--- src/mqtt_rx_pkg.sv ---
`timescale 1ns / 1ps
// ---------------------------------------------------------------------------
// mqtt_rx_pkg
// Shared types and codes for the MQTT receive packet parser.
// ---------------------------------------------------------------------------
package mqtt_rx_pkg;

   // parse phases, one-hot
   typedef enum logic [8:0] {
      PH_FLAGS   = 9'b000000001,
      PH_LEN     = 9'b000000010,
      PH_TLEN    = 9'b000000100,
      PH_TOPIC   = 9'b000001000,
      PH_ID      = 9'b000010000,
      PH_PAYLOAD = 9'b000100000,
      PH_BODY    = 9'b001000000,
      PH_SKIP    = 9'b010000000,
      PH_ERR     = 9'b100000000
   } phase_type;

   // byte classification codes
   localparam logic [2:0] KIND_FLAGS     = 3'd0;
   localparam logic [2:0] KIND_LENGTH    = 3'd1;
   localparam logic [2:0] KIND_TOPIC_LEN = 3'd2;
   localparam logic [2:0] KIND_TOPIC     = 3'd3;
   localparam logic [2:0] KIND_MSG_ID    = 3'd4;
   localparam logic [2:0] KIND_PAYLOAD   = 3'd5;
   localparam logic [2:0] KIND_BODY      = 3'd6;
   localparam logic [2:0] KIND_DISCARD   = 3'd7;

   // format error codes
   localparam logic [1:0] FERR_NONE    = 2'd0;
   localparam logic [1:0] FERR_LENGTH  = 2'd1;
   localparam logic [1:0] FERR_OVERRUN = 2'd2;

   // control packet types
   localparam logic [3:0] TYPE_PUBLISH  = 4'd3;
   localparam logic [3:0] TYPE_UNSUBACK = 4'd11;

   localparam logic [2:0] LEN_BYTES_MAX = 3'd4;

   typedef struct packed {
      phase_type   phase;
      logic [3:0]  ptype;
      logic [1:0]  qos;
      logic [27:0] len_accum;
      logic [2:0]  byte_cnt;
      logic [27:0] body_left;
      logic [15:0] topic_size;
      logic [15:0] topic_left;
      logic [15:0] msg_id;
      logic [27:0] pay_len;
   } parse_state_type;

   typedef struct packed {
      logic [2:0]  byte_kind;
      logic [7:0]  data_byte;
      logic [3:0]  packet_type;
      logic [1:0]  qos_level;
      logic [27:0] remaining_length;
      logic [15:0] topic_length;
      logic [15:0] packet_id;
      logic [27:0] payload_length;
      logic        end_of_packet;
      logic [1:0]  format_error;
   } result_type;

endpackage

--- src/mqtt_rx_step_logic.sv ---
`timescale 1ns / 1ps
// ---------------------------------------------------------------------------
// mqtt_rx_step_logic
// Per-byte parse step: next parser state and the result beat for one byte.
// ---------------------------------------------------------------------------
module mqtt_rx_step_logic (
   input  mqtt_rx_pkg::parse_state_type st,
   input  logic [7:0]                   rx_byte,
   output mqtt_rx_pkg::parse_state_type st_next,
   output mqtt_rx_pkg::result_type      result
);
   import mqtt_rx_pkg::*;

   typedef struct packed {
      phase_type phase;
      logic      eop;
      logic      overrun;
   } enter_type;

   // phase change guarded by a check that enough body bytes remain
   function automatic enter_type enter_phase(input phase_type nxt,
                                             input logic [16:0] need,
                                             input logic [27:0] left);
      enter_type r;
      r.phase   = nxt;
      r.eop     = 1'b0;
      r.overrun = 1'b0;
      if ({11'b0, need} > left) begin
         r.overrun = 1'b1;
         if (left == 28'd0) begin
            r.eop   = 1'b1;
            r.phase = PH_FLAGS;
         end else begin
            r.phase = PH_SKIP;
         end
      end else if (left == 28'd0) begin
         r.eop   = 1'b1;
         r.phase = PH_FLAGS;
      end
      return r;
   endfunction

   logic [27:0] body_dec;
   logic [27:0] len_group;
   logic [27:0] accum_new;
   logic [15:0] tlen_new;
   logic [16:0] need;
   logic        qos_nz;
   logic        in_body;
   logic        eop;
   logic        overrun;
   logic [2:0]  kind;
   enter_type   ent;

   assign body_dec = st.body_left - {27'b0, |st.body_left};
   assign qos_nz   = (st.qos != 2'd0);
   assign tlen_new = {st.topic_size[7:0], rx_byte};
   assign need     = {1'b0, tlen_new} + (qos_nz ? 17'd2 : 17'd0);

   // 7-bit length group placed by its byte position
   always_comb begin
      case (st.byte_cnt[1:0])
         2'd0:    len_group = {21'b0, rx_byte[6:0]};
         2'd1:    len_group = {14'b0, rx_byte[6:0], 7'b0};
         2'd2:    len_group = {7'b0, rx_byte[6:0], 14'b0};
         default: len_group = {rx_byte[6:0], 21'b0};
      endcase
   end
   assign accum_new = st.len_accum | len_group;

   always_comb begin
      st_next = st;
      kind    = KIND_DISCARD;
      eop     = 1'b0;
      overrun = 1'b0;
      in_body = 1'b0;
      ent     = '{phase: PH_FLAGS, eop: 1'b0, overrun: 1'b0};
      unique case (st.phase)
         PH_FLAGS: begin
            kind               = KIND_FLAGS;
            st_next.ptype      = rx_byte[7:4];
            st_next.qos        = rx_byte[2:1];
            st_next.len_accum  = '0;
            st_next.byte_cnt   = '0;
            st_next.body_left  = '0;
            st_next.topic_size = '0;
            st_next.topic_left = '0;
            st_next.msg_id     = '0;
            st_next.pay_len    = '0;
            st_next.phase      = PH_LEN;
         end
         PH_LEN: begin
            if (st.byte_cnt >= LEN_BYTES_MAX) begin
               st_next.phase = PH_ERR;
            end else begin
               kind              = KIND_LENGTH;
               st_next.len_accum = accum_new;
               st_next.byte_cnt  = st.byte_cnt + 3'd1;
               if (!rx_byte[7]) begin
                  st_next.byte_cnt  = '0;
                  st_next.body_left = accum_new;
                  if (st.ptype == TYPE_PUBLISH) begin
                     ent = enter_phase(PH_TLEN, 17'd2, accum_new);
                  end else if (st.ptype > TYPE_PUBLISH && st.ptype <= TYPE_UNSUBACK) begin
                     ent = enter_phase(PH_ID, 17'd2, accum_new);
                  end else begin
                     ent = enter_phase(PH_BODY, 17'd0, accum_new);
                  end
                  st_next.phase = ent.phase;
                  eop           = ent.eop;
                  overrun       = ent.overrun;
               end
            end
         end
         PH_TLEN: begin
            in_body            = 1'b1;
            kind               = KIND_TOPIC_LEN;
            st_next.body_left  = body_dec;
            st_next.topic_size = tlen_new;
            st_next.byte_cnt   = st.byte_cnt + 3'd1;
            if (st.byte_cnt != 3'd0) begin
               st_next.byte_cnt   = '0;
               st_next.topic_left = tlen_new;
               if ({11'b0, need} <= body_dec) begin
                  st_next.pay_len = body_dec - {11'b0, need};
               end
               if (tlen_new != 16'd0) begin
                  ent = enter_phase(PH_TOPIC, need, body_dec);
               end else begin
                  ent = enter_phase(qos_nz ? PH_ID : PH_PAYLOAD, need, body_dec);
               end
               st_next.phase = ent.phase;
               eop           = ent.eop;
               overrun       = ent.overrun;
            end
         end
         PH_TOPIC: begin
            in_body            = 1'b1;
            kind               = KIND_TOPIC;
            st_next.body_left  = body_dec;
            st_next.topic_left = st.topic_left - {15'b0, |st.topic_left};
            if (st_next.topic_left == 16'd0) begin
               ent           = enter_phase(qos_nz ? PH_ID : PH_PAYLOAD, 17'd0, body_dec);
               st_next.phase = ent.phase;
               eop           = ent.eop;
            end
         end
         PH_ID: begin
            in_body           = 1'b1;
            kind              = KIND_MSG_ID;
            st_next.body_left = body_dec;
            st_next.msg_id    = {st.msg_id[7:0], rx_byte};
            st_next.byte_cnt  = st.byte_cnt + 3'd1;
            if (st.byte_cnt != 3'd0) begin
               st_next.byte_cnt = '0;
               ent = enter_phase((st.ptype == TYPE_PUBLISH) ? PH_PAYLOAD : PH_BODY,
                                 17'd0, body_dec);
               st_next.phase = ent.phase;
               eop           = ent.eop;
            end
         end
         PH_PAYLOAD: begin
            in_body           = 1'b1;
            kind              = KIND_PAYLOAD;
            st_next.body_left = body_dec;
         end
         PH_BODY: begin
            in_body           = 1'b1;
            kind              = KIND_BODY;
            st_next.body_left = body_dec;
         end
         PH_SKIP: begin
            in_body           = 1'b1;
            overrun           = 1'b1;
            st_next.body_left = body_dec;
         end
         PH_ERR: begin
            kind = KIND_DISCARD;
         end
         default: begin
            st_next.phase = PH_ERR;
         end
      endcase
      // last body byte closes the packet
      if (in_body && body_dec == 28'd0 && st_next.phase != PH_FLAGS) begin
         eop           = 1'b1;
         st_next.phase = PH_FLAGS;
      end
   end

   always_comb begin
      result.byte_kind        = kind;
      result.data_byte        = rx_byte;
      result.packet_type      = st_next.ptype;
      result.qos_level        = st_next.qos;
      result.remaining_length = st_next.len_accum;
      result.topic_length     = (st_next.ptype == TYPE_PUBLISH) ? st_next.topic_size : 16'd0;
      result.packet_id        = st_next.msg_id;
      result.payload_length   = (st_next.ptype == TYPE_PUBLISH) ? st_next.pay_len : 28'd0;
      result.end_of_packet    = eop;
      if (st_next.phase == PH_ERR) begin
         result.format_error = FERR_LENGTH;
      end else if (overrun) begin
         result.format_error = FERR_OVERRUN;
      end else begin
         result.format_error = FERR_NONE;
      end
   end

endmodule

--- src/mqtt_receive_packet_parser_core.sv ---
`timescale 1ns / 1ps
// a byte accepted into the input register passes through the parse step into the result
//   register, where its result beat is held until rsp_ready takes it
// throughput: one byte per cycle while the result register drains (rsp_ready high), set by the single parse step
//   between the input register and the result register
// reset: synchronous, active high; parser waits for a flags byte, all decoded
//   fields and the sticky length error clear, both stages empty
// ---------------------------------------------------------------------------
// mqtt_receive_packet_parser_core
// Byte-wide MQTT receive parser: classifies each byte and decodes header fields.
// ---------------------------------------------------------------------------
module mqtt_receive_packet_parser_core (
   input  logic        clock,
   input  logic        reset,
   input  logic        req_valid,
   output logic        req_ready,
   input  logic [7:0]  req_rx_byte,
   output logic        rsp_valid,
   input  logic        rsp_ready,
   output logic [2:0]  rsp_byte_kind,
   output logic [7:0]  rsp_data_byte,
   output logic [3:0]  rsp_packet_type,
   output logic [1:0]  rsp_qos_level,
   output logic [27:0] rsp_remaining_length,
   output logic [15:0] rsp_topic_length,
   output logic [15:0] rsp_message_id,
   output logic [27:0] rsp_payload_length,
   output logic        rsp_end_of_packet,
   output logic [1:0]  rsp_format_error
);
   import mqtt_rx_pkg::*;

   // input stage: one byte beat held here until the parse step takes it
   logic            in_valid_ff, in_valid_in;
   logic [7:0]      in_byte_ff, in_byte_in;
   // parser state, advanced once per byte
   parse_state_type state_ff, state_in;
   // result register
   logic            out_valid_ff, out_valid_in;
   result_type      result_ff, result_in;

   parse_state_type step_state;
   result_type      step_result;
   logic            req_take;
   logic            step_go;

   // step fires when the result register is free or being drained
   assign step_go   = in_valid_ff && (!out_valid_ff || rsp_ready);
   assign req_ready = !in_valid_ff || step_go;
   assign req_take  = req_valid && req_ready;

   mqtt_rx_step_logic u_step (
      .st      (state_ff),
      .rx_byte (in_byte_ff),
      .st_next (step_state),
      .result  (step_result)
   );

   always_comb begin
      in_valid_in  = req_take ? 1'b1 : (step_go ? 1'b0 : in_valid_ff);
      in_byte_in   = req_take ? req_rx_byte : in_byte_ff;
      state_in     = step_go ? step_state : state_ff;
      out_valid_in = step_go ? 1'b1 : (rsp_ready ? 1'b0 : out_valid_ff);
      result_in    = step_go ? step_result : result_ff;
   end

   always_ff @(posedge clock) begin
      if (reset) begin
         in_valid_ff  <= 1'b0;
         out_valid_ff <= 1'b0;
         state_ff     <= '{phase: PH_FLAGS, default: '0};
      end else begin
         in_valid_ff  <= in_valid_in;
         out_valid_ff <= out_valid_in;
         state_ff     <= state_in;
      end
   end

   // payload registers, no reset needed
   always_ff @(posedge clock) begin
      in_byte_ff <= in_byte_in;
      result_ff  <= result_in;
   end

   assign rsp_valid            = out_valid_ff;
   assign rsp_byte_kind        = result_ff.byte_kind;
   assign rsp_data_byte        = result_ff.data_byte;
   assign rsp_packet_type      = result_ff.packet_type;
   assign rsp_qos_level        = result_ff.qos_level;
   assign rsp_remaining_length = result_ff.remaining_length;
   assign rsp_topic_length     = result_ff.topic_length;
   assign rsp_message_id       = result_ff.packet_id;
   assign rsp_payload_length   = result_ff.payload_length;
   assign rsp_end_of_packet    = result_ff.end_of_packet;
   assign rsp_format_error     = result_ff.format_error;

   // sticky length error never clears without reset
   a_sticky_error : assert property (@(posedge clock) disable iff (reset)
      state_ff.phase == PH_ERR |=> state_ff.phase == PH_ERR)
      else $error("sticky length error cleared");

   // a byte taken in the flags phase shows up as a flags beat
   a_flags_beat : assert property (@(posedge clock) disable iff (reset)
      step_go && state_ff.phase == PH_FLAGS |=> rsp_valid && rsp_byte_kind == KIND_FLAGS)
      else $error("flags byte not reported as flags");

   // a waiting input beat is neither lost nor overwritten
   a_input_hold : assert property (@(posedge clock) disable iff (reset)
      in_valid_ff && !step_go |=> in_valid_ff && $stable(in_byte_ff))
      else $error("input beat lost while stalled");

   // the length error never marks a packet end
   a_err_no_eop : assert property (@(posedge clock) disable iff (reset)
      step_go && step_state.phase == PH_ERR |-> !step_result.end_of_packet)
      else $error("end of packet under length error");

endmodule
--- config.mk ---
export PLATFORM = sky130hd
export DESIGN_NAME = mqtt_receive_packet_parser_core
export DESIGN_NICKNAME = d
export VERILOG_FILES = /design/src/mqtt_rx_pkg.sv /design/src/mqtt_rx_step_logic.sv /design/src/mqtt_receive_packet_parser_core.sv
export SDC_FILE = /design/constraint.sdc
export NUM_CORES = 1
export LEC_CHECK = 0
export BUFFER_PORTS_ARGS = -buffer_cell sky130_fd_sc_hd__buf_2
export CAP_MARGIN = 20
export CELL_PAD_IN_SITES_DETAIL_PLACEMENT = 1
export CELL_PAD_IN_SITES_GLOBAL_PLACEMENT = 2
export CORE_UTILIZATION = 35
export DETAILED_ROUTE_END_ITERATION = 6
export GPL_TIMING_DRIVEN = 0
export PLACE_DENSITY_LB_ADDON = 0.1
export SETUP_SLACK_MARGIN = 0.2
export SYNTH_ARGS = -nofsm -noshare
export SYNTH_HDL_FRONTEND = slang
export SYNTH_HIERARCHICAL = 1
export SYNTH_SLANG_ARGS = --single-unit
--- constraint.sdc ---
create_clock -name clock -period 8.8 [get_ports clock]
set_input_delay 1.76 -clock clock [delete_from_list [all_inputs] [get_ports clock]]
set_output_delay 1.76 -clock clock [all_outputs]
set_load 0.05 [all_outputs]
==> reports/qor.txt, run 1 <==
Outcome = finished clean
Vias = 14.8k
Cts repair resizes = 0
Sequential share of power = 0.383
Site Rows = 80
DR top layer = met4
Crit-path max cell delay = 660 ps
Met1 Wirelength = 30.1 mm
Mux contribution to synthesized area = 0.0913
Post-synthesis simple-gate area fraction = 0.249
Synth unique cells = 76
Min-delay src = state_ff[90]$_SDFFE_PP0P_
Vias in the first global route = 15.1k
Final WL = 63.8 mm
Clk slew on worst S/H paths = 60 ps
Relative slew slack = 0.252
Synth warnings = 6
Post-synthesis adder-cell area fraction = 0.0218
Post-synthesis net count = 1899
Avg WL per Cell = 23.9 um
Async S/R FF share, synth = 0
Area fraction in compound gates after synthesis = 0.150
Antenna Nets Post-Route = 0
CTS H-Tree Depth = 2
CTS tree = built
Sw Ratio = 0.319
Final Hold Viols = 0
Endpoints failing setup = 0
HPWL Detailed = 46.7 mm
Routed wl met2 = 28.5 mm
Max Cap Violations = 0
CP Capture Type = flop
Global route total overflow = 0
Commonest non-fill, non-tap cell in the layout = nand2b_1
Comb pwr share = 0.201
Worst-margin pin slew = 1120 ps
Total global-route track usage = 0.255
Worst clock skew = 23.1 ps
Syn Std Cell Area = 17000 um2
Post-CTS Repair Setup Buffers = 0
Die H = 223 um
Leakage = 7.31 nW
Worst reg2reg setup slack = 1790 ps
Worst-path fanout max = 10
Sequential fraction of the synthesis area = 0.383
Core Region = 47800 um2
Initial antenna violation count = 0
Switching Power = 1.12 mW
Hold endpoint = state_ff[90]$_SDFFE_PP0P_
Cts hold-fix bufs = 0
Clock power frac = 0.417
Area leader, netlist = edfxtp_1
Critical path class = reg -> reg
R2r endpoint = rsp_payload_length[23]$_DFFE_PP_
Syn_area_per_cell = 9.16 um2
Fin crit share = 0.796
# clock sinks = 268
Fin crit period = 7010 ps
Reg-to-Reg Start = state_ff[88]$_SDFFE_PP0P_
Most frequent cells in the layout = nand2b_1, mux2i_1, dfxtp_1
Worst-Skew Late Latency = 560 ps
Port bufs = 120
Required time of the critical path = 9130 ps
Worst setup margin = 1790 ps
Largest family of logic cells by synthesized area = simple AND/OR/NAND/NOR gates
Vias per Instance = 5.56
Area growth syn-to-layout = 15.3%
Layout cells sized above 1 = 0.155
Peak supply drop = 0.111 mV
Filler instances = 5592
Final Max Tran Viols = 0
Max Clk Rate = 143 MHz
RSZ-0062 raised after global routing = false
Top cell type's share of synthesized area = 0.205
Hold Path Class = reg -> reg
DRC = 0
Starting Density = 0.356
DIE AREA = 49500 um2
Worst reg2reg path depth = 20
Critical path arrival = 7340 ps
Clk buf depth = 3
Number of synthesized flops with an enable pin = 116
Mapped Cells = 1858
Drt first pass iters = 7
Synth area leaders = edfxtp_1, dfxtp_1, nand2b_1
Slowest-stage cell, CP = nor3_1
First-pass GRT wire length = 95.4 mm
Internal Power = 2.38 mW
Dpl ws = 1910 ps
Diode count = 0
Routed wire length on met3 = 2.61 mm
Largest net degree at the start of global routing = 70
#FFs+latches synth = 268
1st-iter DRT viols = 929
Post-synthesis xor/xnor area fraction = 0.0309
Hold path depth = 2
Critical Path Start Type = flop
Final GP Congestion = 0.905
Inserted Clock Buffers = 36
NumNets Final = 2062
Setup TNS Final = 0 ps
Ports = 122
Worst-path cell chain = buf_2 -> nor4_1 -> nand4_1 -> or3_1 -> ha_1 -> ha_1 -> nor4b_2 -> nor2b_1 -> xor2_1 -> ha_1 -> nand4_1 -> a21oi_1 -> nor3_1 -> o221ai_1 -> nor4_4 -> a31o_2 -> buf_2 -> buf_2 -> nand4_1 -> o31ai_1
CTS Root Cell = clkbuf_16
PD cells = 178 nW/um2
Die Wd = 223 um
Primary FF master, synth = dfxtp_1
how the worst max path moves through the flow:
stage	startpoint	to	slack, ps
floorplan	state_ff[97]$_SDFFE_PP0P_	state_ff[0]$_SDFFE_PP0P_	3540
finish	state_ff[88]$_SDFFE_PP0P_	rsp_payload_length[23]$_DFFE_PP_	1790
detailed placement	state_ff[90]$_SDFFE_PP0P_	rsp_payload_length[23]$_DFFE_PP_	1910
CTS	state_ff[90]$_SDFFE_PP0P_	state_ff[7]$_SDFFE_PP0P_	1830
global route	state_ff[90]$_SDFFE_PP0P_	state_ff[7]$_SDFFE_PP0P_	1330
global placement	state_ff[90]$_SDFFE_PP0P_	rsp_payload_length[23]$_DFFE_PP_	2000
state kept, by name (all words and copies together), names as in the netlist, 2 cells and up:
register / count
rsp_payload_length: 28
rsp_data_byte: 8
rsp_topic_length: 16
rsp_format_error: 2
state_ff: 150
rsp_remaining_length: 28
in_byte_ff: 8
rsp_byte_kind: 3
rsp_qos_level: 2
rsp_packet_type: 4
rsp_message_id: 16
cell families after synthesis:
group	Yosys count
and+or+nand+nor	751
xor gates and xnor gates	60
muxes	155
buffers and inverters	228
AOI/OAI and AO/OA	367
DFF	268
adders and majority gates	29
power by group through the flow:
stage | clock network (mW) | logic (mW) | registers (mW)
after floorplan | 0 | 0.390 | 1.43
after global placement | 0 | 0.689 | 1.37
after detailed placement | 0 | 0.698 | 1.36
after CTS | 1.50 | 0.702 | 1.34
after global routing | 1.54 | 0.745 | 1.34
final | 1.46 | 0.702 | 1.34
synth_stat cells (all sizes together) (4+ instances only):
library cell	instances
buf	98
o2bb2ai	26
or2	5
o221ai	7
nor2	76
edfxtp	116
a21o	7
and4	4
o22ai	7
a21oi	83
inv	31
xor2	32
nand2	117
nor3	31
nor4	35
xnor2	28
mux2i	152
o211ai	16
ha	28
o31ai	5
or4	10
and2	11
clkbuf	99
and3	12
nor2b	25
o21a	4
o21ai	105
or3	14
nor3b	8
a22o	54
a31oi	9
a211oi	10
o311ai	5
dfxtp	152
nand2b	312
nand4	14
nand3	65
metrics by stage:
stage          hold WS, ps   util  power (mW)  instance area (um2)  cells
2_1_floorplan          445      -        1.82                17000   1858
3_3_place_gp           457  0.385        2.05                18400   2593
3_5_place_dp           464  0.386        2.06                18500   2597
4_1_cts                476  0.410        3.54                19600   2663
5_1_grt                491  0.410        3.62                19600   2664
6_report               473  0.410        3.50                19600   2664
cell type report:
cell class / instances / area, um2 / share of cell area
clock buffer: 46 / 981 / 0.0500
clock inverter: 20 / 171 / 0.00873
sequential: 268 / 6530 / 0.332
multi-input combinational: 1362 / 9250 / 0.471
inverter: 31 / 116 / 0.00593
buffer: 197 / 1150 / 0.0584
timing repair buffer: 125 / 673 / 0.0343
tap: 615 / 769 / 0.0392
worst max-delay path: cells and delay by family, from the launching register on:
family	cells	cell delay [ps]
simple gates	9	3560
compound gates	4	1040
fa+ha+maj	3	810
buf+inv	3	770
flops	1	310
xor+xnor	1	280
metal layers:
layer / GRT usage / vias to the layer above
met5: 0 / -
met4: 0.104 / 0
met3: 0.0319 / 108
met2: 0.401 / 349
met1: 0.354 / 7447
li1: - / 6919
(Power assumes the default switching activity.)
==> inputs of run 2 (changes only) <==
Clock period 8.8 ns to 6 ns, I/O delays scaled along.
==> run 2 against run 1 <==
Core utilization grew 0.90 points. Non-clock buffer count grew 17. Sequential power grew 46%. Maximum frequency grew 24%. Wire length grew 0.28%. Via count grew 0.51%. Die area is the same. Register-to-register slack lost 1400 ps. Clock power grew 46%. Critical path type unchanged. Critical endpoint is now rsp_format_error[1]$_DFFE_PP_. Largest cell class unchanged.
==> reports/qor.txt, run 2 (same netlist as run 1, synthesis figures left out) <==
Outcome = finished clean
Vias = 14.9k (+0.51%)
Inst Count DP = 2597 (unchanged)
CTS H-Tree Depth = 2 (unchanged)
Area post-placement = 18500 um2 (unchanged)
Worst clock skew = 18.5 ps (-4.61 ps)
Worst setup margin = 356 ps (-1430 ps)
Vias in the first global route = 15.2k (+0.31%)
Most frequent cells in the layout = nand2b_1, mux2i_1, dfxtp_1
Ports = 122 (unchanged)
DRC = 0 (unchanged)
CP Capture Type = flop
Final Hold Viols = 0 (unchanged)
Worst-Skew Late Latency = 560 ps (about the same)
Worst-path cell chain = buf_6 -> or4_4 -> or4_4 -> or3_4 -> ha_2 -> ha_4 -> nor4b_4 -> buf_4 -> and4_2 -> xnor2_4 -> inv_2 -> ha_4 -> and3_1 -> and2_1 -> nand3_2 -> o221ai_4 -> nor4_4 -> buf_4 -> nand2_1 -> o21ai_0
Avg WL per Cell = 23.9 um (-0.35%)
Critical path class = reg -> reg
Worst-path fanout max = 10 (unchanged)
Non-filler cells in the finished layout = 2681 (+0.64%)
Fin util = 0.419 (+0.00897)
Largest net degree at the start of global routing = 70 (unchanged)
Peak supply drop = 0.163 mV (+47%)
Total power = 5.18 mW (+48%)
Global route total overflow = 0 (unchanged)
Port bufs = 120 (unchanged)
Clk slew on worst S/H paths = 50 ps (about the same)
First-pass GRT wire length = 95.7 mm (+0.28%)
Dpl ws = -889 ps (-2800 ps)
Total global-route track usage = 0.256 (+0.000571)
Max Cap Violations = 0 (unchanged)
Final GP Congestion = 0.905 (unchanged)
Worst-margin pin slew = 1150 ps (+30.2 ps)
CTS tree = built
Hold_ws = 473 ps (+0.734 ps)
Fin crit period = 5640 ps (-1370 ps)
CTS Root Cell = clkbuf_16
Leakage = 7.51 nW (+2.8%)
Relative slew slack = 0.231 (-0.0201)
Core Region = 47800 um2 (unchanged)
Critical Path Start Type = flop
Endpoints failing setup = 0 (unchanged)
Area growth syn-to-layout = 17.8%
# clock sinks = 268 (unchanged)
Drt first pass iters = 5 (-2)
Initial antenna violation count = 0 (unchanged)
Inserted Clock Buffers = 36 (unchanged)
Slowest-stage cell, CP = o21ai_0
Crit-path max cell delay = 630 ps (-30 ps)
HPWL Detailed = 46.7 mm (unchanged)
Post-route cell area = 20100 um2 (+2.2%)
Antenna Nets Post-Route = 0 (unchanged)
Clk buf depth = 3 (unchanged)
1st-iter DRT viols = 883 (-5.0%)
Largest register FFs = 150 (unchanged)
Fin crit share = 0.941 (+0.144)
Commonest non-fill, non-tap cell in the layout = nand2b_1
DIE AREA = 49500 um2 (unchanged)
RSZ-0062 raised after global routing = false
Critical path arrival = 5900 ps (-1440 ps)
NumNets Final = 2079 (+0.82%)
Required time of the critical path = 6260 ps (-2870 ps)
Vias per Instance = 5.56 (-0.13%)
Diode count = 0 (unchanged)
Starting Density = 0.356 (unchanged)
Die H = 223 um (unchanged)
Hold Path Class = reg -> reg
Max Clk Rate = 177 MHz (+24%)
Register bank with the most flops = state_ff
Setup TNS Final = 0 ps (unchanged)
Die Wd = 223 um (unchanged)
Site Rows = 80 (unchanged)
Worst reg2reg setup slack = 360 ps (-1430 ps)
Final Max Tran Viols = 0 (unchanged)
Layout cells sized above 1 = 0.182 (+0.0273)
Final WL = 63.9 mm (+0.28%)
PD cells = 258 nW/um2 (+45%)
run 2: cell types whose count changed in the layout (fill, tap and decap cells not counted), moves of 3 or more:
cell	change
nand3_1	-3
o21ai_0	-3
ha_4	+3
ha_1	-5
clkbuf_1	-12
clkbuf_2	+10
buf_4	+18
xnor2_1	-6
nand3_2	+3
xnor2_2	+4
xor2_1	-3
run 2: where the power goes:
part	switching, mW	internal, mW	total [mW]	leakage (nW)
clock network	0.884	1.25	2.13	0.562
logic	0.745	0.343	1.09	4.61
registers	0.0197	1.94	1.96	2.34
run 2: final timing paths:
path	depth (start not counted)	from	endpoint
max	20	state_ff[97]$_SDFFE_PP0P_	rsp_format_error[1]$_DFFE_PP_
min	2	state_ff[95]$_SDFFE_PP0P_	state_ff[95]$_SDFFE_PP0P_
max reg2reg	20	state_ff[97]$_SDFFE_PP0P_	rsp_format_error[1]$_DFFE_PP_
min reg2reg	2	state_ff[95]$_SDFFE_PP0P_	state_ff[95]$_SDFFE_PP0P_
run 2: worst max-delay path: cells and delay by family, from the launching register on:
kind / cells / cell delay [ps]
AND/OR/NAND/NOR: 10 / 2800
AO/OA/AOI/OAI: 2 / 770
adder cells (fa/ha/maj): 3 / 650
buffers and inverters: 4 / 590
flip-flops: 1 / 320
XOR/XNOR: 1 / 210
run 2: timing repair:
action / in CTS / in global routing
hold buffers: 0 / 0
pin swaps: 3 / 6
buffers inserted: 8 / 9
gates resized for setup: 27 / 45
setup endpoints to repair: 61 / 60
run 2: routing by layer:
metal | routed length [um] | global-route usage
met5 | 0 | 0
met4 | 2330 | 0.0983
met1 | 30100 | 0.354
met3 | 2710 | 0.0317
met2 | 28800 | 0.405
run 2: layout make-up:
class / instances / area (um2)
timing repair buffer: 142 / 801
fill: 5571 / 27800
clock inverter: 20 / 171
tap: 615 / 769
sequential: 268 / 6530
clock buffer: 46 / 981
multi-input combinational: 1362 / 9490
buffer: 197 / 1200
inverter: 31 / 116
